### src/hw/rtl/bmphdr_pkg.sv
package bmphdr_pkg;

  localparam logic [7:0]  MagicFirst   = 8'h42;
  localparam logic [7:0]  MagicSecond  = 8'h4D;
  localparam logic [19:0] MaxDimReset  = 20'd1000000;
  localparam logic [31:0] CoreHdrLen   = 32'd12;
  localparam logic [31:0] MinV2HdrLen  = 32'd16;
  localparam logic [31:0] InfoHdrLen   = 32'd40;

  localparam int unsigned OutDataWidth = 112;

  typedef enum logic [1:0] {
    StatusLoaded  = 2'd0,
    StatusUnknown = 2'd1,
    StatusError   = 2'd2
  } status_e;

  typedef struct packed {
    logic [31:0] hdr_len;
    logic [31:0] width_raw;
    logic [31:0] height_raw;
    logic [31:0] xres_raw;
    logic [31:0] yres_raw;
  } fields_t;

  typedef struct packed {
    logic    settle;
    logic    finish;
    status_e status;
  } decision_t;

  typedef struct packed {
    status_e     status;
    logic [19:0] width;
    logic [19:0] height;
    logic        res_valid;
    logic [30:0] xres;
    logic [30:0] yres;
  } result_t;

endpackage

### src/hw/rtl/bmphdr_parse.sv
module bmphdr_parse (
  input  logic                  clk_i,
  input  logic                  rst_ni,
  input  logic                  go_i,
  input  logic [7:0]            byte_i,
  input  logic                  last_i,
  output bmphdr_pkg::fields_t   fields_o,
  output bmphdr_pkg::decision_t dec_o
);
  import bmphdr_pkg::*;

  localparam logic [5:0] PosFirst    = 6'd0;
  localparam logic [5:0] PosSecond   = 6'd1;
  localparam logic [5:0] PosHdrLo    = 6'd14;
  localparam logic [5:0] PosHdrHi    = 6'd17;
  localparam logic [5:0] PosDimLo    = 6'd18;
  localparam logic [5:0] PosCoreWHi  = 6'd19;
  localparam logic [5:0] PosCoreHHi  = 6'd21;
  localparam logic [5:0] PosV2WHi    = 6'd21;
  localparam logic [5:0] PosDimHi    = 6'd25;
  localparam logic [5:0] PosResLo    = 6'd38;
  localparam logic [5:0] PosXResHi   = 6'd41;
  localparam logic [5:0] PosResHi    = 6'd45;
  localparam logic [5:0] PosSaturate = 6'd63;

  function automatic logic [31:0] put_byte(logic [31:0] word, logic [1:0] lane,
                                           logic [7:0] b);
    logic [31:0] shifted;
    shifted = {24'd0, b} << {lane, 3'b000};
    return word | shifted;
  endfunction

  logic [5:0] pos_q, pos_d;
  logic       given_q, given_d;
  fields_t    fields_q, fields_d;
  logic [1:0] lane_off2;
  logic [1:0] lane_off0;
  logic       settle;
  logic       finish;
  status_e    status;

  assign lane_off2 = pos_q[1:0] - 2'd2;
  assign lane_off0 = pos_q[1:0];

  always_comb begin
    fields_d = fields_q;
    settle   = 1'b0;
    finish   = 1'b0;
    status   = StatusError;
    if (!given_q) begin
      if (pos_q == PosFirst) begin
        if (byte_i != MagicFirst) begin
          settle = 1'b1;
          status = StatusUnknown;
        end
      end else if (pos_q == PosSecond) begin
        if (byte_i != MagicSecond) begin
          settle = 1'b1;
          status = StatusUnknown;
        end
      end else if (pos_q >= PosHdrLo && pos_q <= PosHdrHi) begin
        fields_d.hdr_len = put_byte(fields_q.hdr_len, lane_off2, byte_i);
        if (pos_q == PosHdrHi && fields_d.hdr_len != CoreHdrLen &&
            fields_d.hdr_len < MinV2HdrLen) begin
          settle = 1'b1;
          status = StatusError;
        end
      end else if (pos_q >= PosDimLo && pos_q <= PosDimHi) begin
        if (fields_q.hdr_len == CoreHdrLen) begin
          if (pos_q <= PosCoreWHi) begin
            fields_d.width_raw = put_byte(fields_q.width_raw, lane_off2, byte_i);
          end else if (pos_q <= PosCoreHHi) begin
            fields_d.height_raw = put_byte(fields_q.height_raw, lane_off0, byte_i);
          end
        end else begin
          if (pos_q <= PosV2WHi) begin
            fields_d.width_raw = put_byte(fields_q.width_raw, lane_off2, byte_i);
          end else begin
            fields_d.height_raw = put_byte(fields_q.height_raw, lane_off2, byte_i);
          end
        end
        if (pos_q == PosDimHi && fields_q.hdr_len < InfoHdrLen) begin
          finish = 1'b1;
        end
      end else if (pos_q >= PosResLo && pos_q <= PosResHi) begin
        if (pos_q <= PosXResHi) begin
          fields_d.xres_raw = put_byte(fields_q.xres_raw, lane_off2, byte_i);
        end else begin
          fields_d.yres_raw = put_byte(fields_q.yres_raw, lane_off2, byte_i);
        end
        if (pos_q == PosResHi) begin
          finish = 1'b1;
        end
      end
      if (!settle && !finish && last_i) begin
        settle = 1'b1;
        status = (pos_q == PosFirst) ? StatusUnknown : StatusError;
      end
    end
  end

  always_comb begin
    pos_d   = pos_q;
    given_d = given_q;
    if (last_i) begin
      pos_d   = '0;
      given_d = 1'b0;
    end else if (!given_q) begin
      if (settle || finish) begin
        given_d = 1'b1;
      end else if (pos_q < PosSaturate) begin
        pos_d = pos_q + 6'd1;
      end
    end
  end

  always_ff @(posedge clk_i or negedge rst_ni) begin
    if (!rst_ni) begin
      pos_q    <= '0;
      given_q  <= 1'b0;
      fields_q <= '0;
    end else if (go_i) begin
      pos_q    <= pos_d;
      given_q  <= given_d;
      fields_q <= last_i ? '0 : fields_d;
    end
  end

  assign fields_o      = fields_d;
  assign dec_o.settle  = settle || finish;
  assign dec_o.finish  = finish;
  assign dec_o.status  = status;

endmodule

### src/hw/rtl/bmphdr_check.sv
module bmphdr_check (
  input  bmphdr_pkg::fields_t   fields_i,
  input  bmphdr_pkg::decision_t dec_i,
  input  logic [19:0]           max_dim_i,
  output bmphdr_pkg::result_t   result_o
);
  import bmphdr_pkg::*;

  function automatic logic [31:0] abs32(logic [31:0] raw);
    return raw[31] ? (32'd0 - raw) : raw;
  endfunction

  logic        core;
  logic [31:0] w;
  logic [31:0] h;
  logic [31:0] max_ext;
  logic        res_ok;
  logic        dims_ok;

  assign core    = (fields_i.hdr_len == CoreHdrLen);
  assign w       = core ? {16'd0, fields_i.width_raw[15:0]} : abs32(fields_i.width_raw);
  assign h       = core ? {16'd0, fields_i.height_raw[15:0]} : abs32(fields_i.height_raw);
  assign max_ext = {12'd0, max_dim_i};
  assign res_ok  = !core && (fields_i.hdr_len >= InfoHdrLen) &&
                   (fields_i.xres_raw != '0) && !fields_i.xres_raw[31] &&
                   (fields_i.yres_raw != '0) && !fields_i.yres_raw[31];
  assign dims_ok = (w != '0) && (h != '0) && (w <= max_ext) && (h <= max_ext);

  always_comb begin
    result_o = '0;
    if (dec_i.finish) begin
      if (dims_ok) begin
        result_o.status    = StatusLoaded;
        result_o.width     = w[19:0];
        result_o.height    = h[19:0];
        result_o.res_valid = res_ok;
        result_o.xres      = res_ok ? fields_i.xres_raw[30:0] : '0;
        result_o.yres      = res_ok ? fields_i.yres_raw[30:0] : '0;
      end else begin
        result_o.status = StatusError;
      end
    end else begin
      result_o.status = dec_i.status;
    end
  end

endmodule

### src/hw/rtl/bmp_header_metadata_parser_core.sv
// Path: a settling byte is held in the input register, then its result is registered in the result register.
// Throughput: one byte per cycle while the result side is ready; a stalled result
// holds the next byte in the input register and stops further transfers until it is taken.
// Reset: rst_ni is asynchronous and active low; it rearms the parser, drops both
// valid flags and restores max_dimension to 1000000.
module bmp_header_metadata_parser_core (
  input  logic                                   clk_i,
  input  logic                                   rst_ni,
  input  logic                                   cfg_we_i,
  input  logic [19:0]                            cfg_wdata_i,
  input  logic                                   s_axis_tvalid_i,
  output logic                                   s_axis_tready_o,
  // Fields from bit 0: data_byte[7:0].
  input  logic [7:0]                             s_axis_tdata_i,
  input  logic                                   s_axis_tlast_i,
  output logic                                   m_axis_tvalid_o,
  input  logic                                   m_axis_tready_i,
  // Fields from bit 0: status[1:0], image_width[21:2], image_height[41:22],
  // resolution_valid[42], x_pels_per_metre[73:43], y_pels_per_metre[104:74], zeros.
  output logic [bmphdr_pkg::OutDataWidth-1:0]    m_axis_tdata_o
);
  import bmphdr_pkg::*;

  logic        in_valid_q;
  logic [7:0]  in_byte_q;
  logic        in_last_q;
  logic        out_valid_q;
  result_t     out_q;
  logic [19:0] max_dim_q;
  logic        go;
  fields_t     fields;
  decision_t   dec;
  result_t     result;

  assign go              = in_valid_q && (!out_valid_q || m_axis_tready_i);
  assign s_axis_tready_o = !in_valid_q || go;

  always_ff @(posedge clk_i or negedge rst_ni) begin
    if (!rst_ni) begin
      max_dim_q <= MaxDimReset;
    end else if (cfg_we_i) begin
      max_dim_q <= cfg_wdata_i;
    end
  end

  always_ff @(posedge clk_i or negedge rst_ni) begin
    if (!rst_ni) begin
      in_valid_q <= 1'b0;
    end else if (s_axis_tready_o) begin
      in_valid_q <= s_axis_tvalid_i;
    end
  end

  always_ff @(posedge clk_i) begin
    if (s_axis_tready_o && s_axis_tvalid_i) begin
      in_byte_q <= s_axis_tdata_i;
      in_last_q <= s_axis_tlast_i;
    end
  end

  bmphdr_parse u_parse (
    .clk_i    (clk_i),
    .rst_ni   (rst_ni),
    .go_i     (go),
    .byte_i   (in_byte_q),
    .last_i   (in_last_q),
    .fields_o (fields),
    .dec_o    (dec)
  );

  bmphdr_check u_check (
    .fields_i  (fields),
    .dec_i     (dec),
    .max_dim_i (max_dim_q),
    .result_o  (result)
  );

  always_ff @(posedge clk_i or negedge rst_ni) begin
    if (!rst_ni) begin
      out_valid_q <= 1'b0;
    end else if (go && dec.settle) begin
      out_valid_q <= 1'b1;
    end else if (m_axis_tready_i) begin
      out_valid_q <= 1'b0;
    end
  end

  always_ff @(posedge clk_i) begin
    if (go && dec.settle) begin
      out_q <= result;
    end
  end

  assign m_axis_tvalid_o = out_valid_q;
  assign m_axis_tdata_o  = {7'd0, out_q.yres, out_q.xres, out_q.res_valid,
                            out_q.height, out_q.width, out_q.status};

`ifndef SYNTHESIS
  assert property (@(posedge clk_i) disable iff (!rst_ni)
    out_valid_q && out_q.status == StatusLoaded |-> out_q.width != '0 && out_q.height != '0)
    else $error("loaded result with a zero dimension");

  assert property (@(posedge clk_i) disable iff (!rst_ni)
    out_valid_q && out_q.status != StatusLoaded |->
      out_q.width == '0 && out_q.height == '0 && !out_q.res_valid &&
      out_q.xres == '0 && out_q.yres == '0)
    else $error("error result carries a payload");

  assert property (@(posedge clk_i) disable iff (!rst_ni)
    out_valid_q && out_q.res_valid |-> out_q.xres != '0 && out_q.yres != '0)
    else $error("valid resolution with a zero value");

  assert property (@(posedge clk_i) disable iff (!rst_ni)
    out_valid_q && !m_axis_tready_i |-> !go || !dec.settle)
    else $error("result register overwritten while stalled");
`endif

endmodule

### config.mk
export PLATFORM = sky130hd
export DESIGN_NAME = bmp_header_metadata_parser_core
export DESIGN_NICKNAME = d
export VERILOG_FILES = /design/src/hw/rtl/bmphdr_pkg.sv /design/src/hw/rtl/bmphdr_parse.sv /design/src/hw/rtl/bmphdr_check.sv /design/src/hw/rtl/bmp_header_metadata_parser_core.sv
export SDC_FILE = /design/constraint.sdc
export NUM_CORES = 1
export LEC_CHECK = 0
export BUFFER_PORTS_ARGS = -buffer_cell sky130_fd_sc_hd__buf_4
export CAP_MARGIN = 20
export CORE_ASPECT_RATIO = 0.9
export CORE_UTILIZATION = 28
export CTS_BUF_LIST = sky130_fd_sc_hd__clkbuf_4 sky130_fd_sc_hd__clkbuf_8
export CTS_CLUSTER_SIZE = 28
export DETAILED_ROUTE_END_ITERATION = 7
export PLACE_DENSITY = 0.47
export SYNTH_ARGS = -nofsm -noshare
export SYNTH_HDL_FRONTEND = slang
export SYNTH_SLANG_ARGS = --single-unit
### constraint.sdc
create_clock -name clk_i -period 12.17 [get_ports clk_i]
set_clock_uncertainty 0.2 [all_clocks]
set_input_delay 0.6085 -clock clk_i [delete_from_list [all_inputs] [get_ports clk_i]]
set_output_delay 0.6085 -clock clk_i [all_outputs]
set_load 0.03 [all_outputs]
# [Yosys cells after proc, flatten, opt, wreduce, memory -nomap -nowiden]
# Cells that the tools add are included.
[totals] out_inout_bits=114 in_bits=34 wordCells=152 reg_bits=303
[op_classes] muxes=57 magnitude_cmp=15 n_eq_ne=11 n_reduce_logical=39 bitwise=6 add_sub_neg=4 n_shift=2
[op_table] operator="two-way mux 160 bit" n=4
[op_table] operator="two-way mux 32 bit" n=12
[op_table] operator="two-way mux 64 bit" n=4
[op_table] operator="bitwise OR 32 bit" n=6
[op_table] operator="two-way mux 128 bit" n=1
[op_table] operator="nonzero test 32 bit" n=4
[op_table] operator="== test 32 x 4 -> 1 bit (second input constant)" n=2
[op_table] operator="less-or-equal comparator 32 x 20 -> 1 bit" n=2
[op_table] operator="left shift 8 x 5 -> 32 bit" n=2
[op_table] operator="subtractor 1 x 32 -> 32 bit (first input constant)" n=2
[op_table] operator="greater-or-equal comparator 32 x 6 -> 1 bit (second input constant)" n=1
[op_table] operator="< comparator 32 x 5 -> 1 bit (second input constant)" n=1
[op_table] operator="< comparator 32 x 6 -> 1 bit (second input constant)" n=1
[op_table] operator="!= test 32 x 4 -> 1 bit (second input constant)" n=1
[op_table] operator="less-or-equal comparator 6 x 5 -> 1 bit (second input constant)" n=4
[op_table] operator="two-way mux 6 bit" n=4
[op_table] operator="two-way mux 1 bit" n=23
[op_table] operator="logical AND 1 bit" n=19
[op_table] operator="two-way mux 2 bit" n=9
[op_table] operator="!= test 8 x 7 -> 1 bit (second input constant)" n=2
[op_table] operator="== test 6 x 5 -> 1 bit (second input constant)" n=2
[op_table] operator="less-or-equal comparator 6 bit (second input constant)" n=2
[op_table] operator="zero test 1 bit" n=7
[op_table] operator="adder 6 x 1 -> 6 bit (second input constant)" n=1
[op_table] operator="other kinds (14)" n=18

# [Longest topological paths before layout]
[logic_depth] depth_word=20 ltp_mapped=35 ltp_nobuf=29

# [Cells and area by module]
# Synthesis repeated with hierarchy kept, for this count alone.
[unflattened] hier_cells=1824 area_unflattened_um2=17260.3
[modules_own_cells] module="bmphdr_parse" cells_per_inst=994 seq_area_each_um2=4179.0 area_per_inst_um2=8630.8 n_inst=1
[modules_own_cells] module="bmp_header_metadata_parser_core" cells_per_inst=174 seq_area_each_um2=3982.6 area_per_inst_um2=4408.0 n_inst=1
[modules_own_cells] module="bmphdr_check" cells_per_inst=656 seq_area_each_um2=0.0 area_per_inst_um2=4221.5 n_inst=1

# [Worst setup path after synthesis]
# OpenSTA, ideal clock, no wires.
[synth_timing] kind="flip-flop to flip-flop" from="register u_parse.pos_q[1]" to="register out_q (netlist bit m_axis_tdata_o[0]), enable pin" period_less_slack_ns=10.355 path_buffers=3 t_arrival_ns=9.453 setup_ns=0.702 stages_incl_launch_ff=12 path_slack_ns=1.815 path_cell_list="dfrtp_1 -> clkbuf_1 -> clkbuf_1 -> clkinv_1 -> ha_1 -> clkbuf_1 -> or4b_2 -> nor2_1 -> a31oi_1 -> o211ai_1 -> nor2_1 -> nor3_1"
[synth_via] elab_chain_len=18 elab_cells_between_ends=44 classes_between="add/sub: 1; order compare: 7; eq/ne: 5; shift: 1; mux: 16; bitwise: 1; reduce/logical: 13"
[synth_lines] item="start, declared" line="bmphdr_parse.sv:33" text="logic [5:0] pos_q, pos_d;"
[synth_lines] item="start signal, assigned" line="bmphdr_parse.sv:123" text="pos_q <= pos_d;"
[synth_lines] item="parallel branches: the longest is 16 deep, another holds < comparator 32 x 5 -> 1 bit"
[synth_lines] item="logical OR 1 bit *" line="bmphdr_parse.sv:130" text="assign dec_o.settle = settle || finish;"
[synth_lines] item="logical AND 1 bit *" line="bmp_header_metadata_parser_core.sv:89" text="if (go && dec.settle) begin"
[synth_lines] item="end signal, assigned" line="bmp_header_metadata_parser_core.sv:90" text="out_q <= result;"
[synth_lines] item="end, declared" line="bmp_header_metadata_parser_core.sv:28" text="result_t out_q;"
# Every way passes the cells marked *. The select of a mux whose other input is x is not followed.
# A chain may end at the register's enable or synchronous reset.

==> summary.txt <==
Floorplanning
  • Rows: 87
  • Core area: 62590 µm²
  • Die width: 267.3 µm
  • Initial core utilization: 28.33%
  • IO Count: 148
  • Full die area: 64350 µm²
  • Die H: 240.8 µm

Detailed routing
  • Vias per std cell: 5.630
  • DRT Pass-1 Iters: 7
  • Routed WL per cell: 25.66 µm
  • Antenna-violating nets left: 0
  • Post-Route WL: 78120 µm
  • Initial DRC Count: 2038
  • DRC Markers: 0
  • Via count: 17140

Yosys
  • Synthesized cell area: 17730 µm²
  • Sequential fraction of the synthesis area: 46.02%
  • Ys flop type: dfrtp_1
  • Mux contribution to synthesized area: 1.199%
  • Synthesized flop and latch total: 303
  • Xor and xnor area share after synthesis: 1.877%
  • Post-synth ARST share: 62.38%
  • Synth Instances: 1995
  • Largest family of logic cells by synthesized area: simple AND/OR/NAND/NOR gates
  • Synth warnings: 0
  • Syn avg cell area: 8.889 µm²
  • Simple-gate area share of the yosys netlist: 22.01%
  • Synth cell types: 94
  • Compound-Gate Fraction of Synth Area: 20.40%
  • Area leader, netlist: dfrtp_1
  • EDFF count, synth: 114
  • Yosys top cell area share: 25.68%
  • Adder-cell share of the synthesized area: 3.245%
  • Top post-synthesis cells by area: dfrtp_1 (26%), edfxtp_1 (19%), a21oi_1 (7.3%)

Cells and area
  • Footprint of the multi-input gates: 8741 µm²
  • Fillers: 6462
  • Reg area: 8162 µm²
  • Fin nets: 2230
  • Area delta synth->final: 21.10%
  • Layout cell share with drive strength beyond 1: 17.70%

CTS
  • CTS sink count: 303
  • Hold Buf Count CTS: 31
  • Number of buffers created by CTS: 57
  • CTS tree: built
  • CTS root buf: clkbuf_8
  • Clock latency on the worst-skew pair: 710 ps
  • Post CTS Setup Buffer Count: 0
  • Max clock buf depth: 3
  • Worst-path clk slew: 60 ps
  • H-tree depth: 2
  • Cts repair resizes: 0

STA
  • Final slew viol count: 0
  • Final TNS setup: 0 ps
  • Max Fclk: 0.1081 GHz
  • Slew @ Worst Pin: 1175 ps
  • Min Tclk post-route: 9254 ps
  • # setup viols final: 0
  • Tcrit/Tclk final: 76.04%
  • Final hold vios: 0
  • Worst slew margin: 21.09%
  • RSZ-0062 raised after global routing: no

Worst setup path
  • Crit. Startpoint: u_parse.pos_q[1]$_DFFE_PN0P_
  • Crit path to: m_axis_tdata_o[1]$_DFFE_PP_
  • R2R depth: 29
  • Reg-to-Reg Start: u_parse.pos_q[1]$_DFFE_PN0P_
  • WS Path Type: reg -> reg
  • Slowest stage cell, crit path: or4b_2
  • Worst-path fanout max: 66
  • Reg2reg end: m_axis_tdata_o[1]$_DFFE_PP_
  • CP max stage delay: 700 ps
  • Reg2reg setup slack: 2920 ps
  • Data required time of the critical path: 12420 ps
  • Critical Path End Type: flip-flop
  • Startpoint types: flip-flop
  • CP arrival: 9500 ps

GRT
  • Global-route wire length before repair: 113900 µm
  • GRT Total Usage: 24.01%
  • Vias in the first global route: 16550
  • Gr ovfl total: 0
  • Largest net degree at the start of global routing: 88
  • Initial antenna violation count: 1

Hold path
  • Hold WC Path Type: in -> reg

Power and ir drop
  • PwrDens: 140.8 nW/µm²
  • Worst IR drop on VDD: 83.01 µV
  • Leak pwr: 0.009040 µW
  • Tot Pwr: 3025 µW

Placement
  • IO buf count: 140
  • Gpl congestion: 0.9801
  • Detail Placement HPWL: 55430 µm

Job
  • Max-Cap Viols: 0

Run status
  • Status: finished, final reports clean
Yosys cell counts, drive strengths merged, types with 13 or more instances:
cell type    n
clkbuf     109
a21o        25
o21ai      118
nor4        51
or2         14
ha          46
nor3       108
nand3       29
inv         64
xnor2       21
edfxtp     114
a211oi      14
dfrtp      182
buf         35
a311oi      14
nand2b      13
nand4       35
nand2      143
nor2       284
and3        13
xor2        17
a21oi      258
a31oi       42
and2        27
registers in the layout, summed over array words and instances (netlist names):
name              count
in_byte_q             8
in_last_q             1
in_valid_q            1
m_axis_tdata_o      105
m_axis_tvalid_o       1
max_dim_q            20
u_parse.fields_q    160
u_parse.given_q       1
u_parse.pos_q         6
cells by family after synthesis:
logic type	count (synthesis)
AO/OA/AOI/OAI	591
XOR/XNOR	38
adder cells (fa/ha/maj)	46
buffers and inverters	213
flip-flops	303
multiplexers	20
other	1
AND/OR/NAND/NOR	783
layout by cell type (no fill, tap or decap), types with 62 or more instances in the layout:
cell type  count
a21oi_1      255
buf_4        204
clkbuf_8      62
dfrtp_1      182
edfxtp_1     114
inv_1         64
nand2_1      142
nor2_1       283
nor3_1        87
o21ai_0      116
power by group:
| part | internal, µW | leakage (µW) | switching, µW |
|---|---|---|---|
| logic | 148 | 0.00463 | 405 |
| clock network | 735 | 0.000721 | 496 |
| registers | 1190 | 0.00369 | 52.6 |
worst max-delay path: cells and delay by family, from the launching register on:
family / cells / cell delay, ps
buf+inv: 6 / 1950
fa+ha+maj: 3 / 1060
mux: 1 / 420
flops: 1 / 320
compound gates: 13 / 3130
simple gates: 6 / 1730
final cells by class:
type | instances | area share (%)
Antenna cell | 1 | 0.01165
Clock buffer | 70 | 4.224
Clock inverter | 37 | 2.290
Inverter | 65 | 1.136
Multi-Input combinational cell | 1485 | 40.70
Sequential cell | 303 | 38.00
Tap cell | 845 | 4.923
Timing Repair Buffer | 238 | 8.715
worst min path at each step:
stage / from / end / slack [ps] / depth (start not counted)
after floorplan: rst_ni / in_valid_q$_DFFE_PN0N_ / 110 / 0
after global placement: u_parse.fields_q[145]$_DFFE_PN0P_ / u_parse.fields_q[145]$_DFFE_PN0P_ / 270 / 2
after detailed placement: u_parse.fields_q[140]$_DFFE_PN0P_ / u_parse.fields_q[140]$_DFFE_PN0P_ / 270 / 2
after CTS: m_axis_tready_i / m_axis_tvalid_o$_DFFE_PN0P_ / 30 / 3
after global routing: m_axis_tready_i / m_axis_tvalid_o$_DFFE_PN0P_ / 70 / 3
final: m_axis_tready_i / m_axis_tvalid_o$_DFFE_PN0P_ / 70 / 3
metal layers:
metal / up-vias / share of wire, % / global-route usage, %
met4: 2 / 3.5 / 8.586
met5: - / 0.014 / 0
li1: 7592 / - / -
met3: 170 / 8.5 / 5.020
met1: 8560 / 45 / 34.27
met2: 813 / 43 / 35.60
per-stage QoR:
| stage | setup slack (ps) | util (%) | area, µm² | instances | hold slack, ps |
|---|---|---|---|---|---|
| finish | 2916 | 34.31 | 21480 | 3044 | 65.59 |
| global route | 2335 | 34.31 | 21470 | 3043 | 72.53 |
| CTS | 3112 | 34.30 | 21470 | 3042 | 32.92 |
| detailed placement | 3153 | 31.57 | 19760 | 2904 | 270.7 |
| global placement | 3117 | 31.55 | 19750 | 2903 | 267.2 |
| floorplan | 1815 | - | 17760 | 2001 | 112.9 |
No activity file was read; power rests on OpenSTA's default activity.
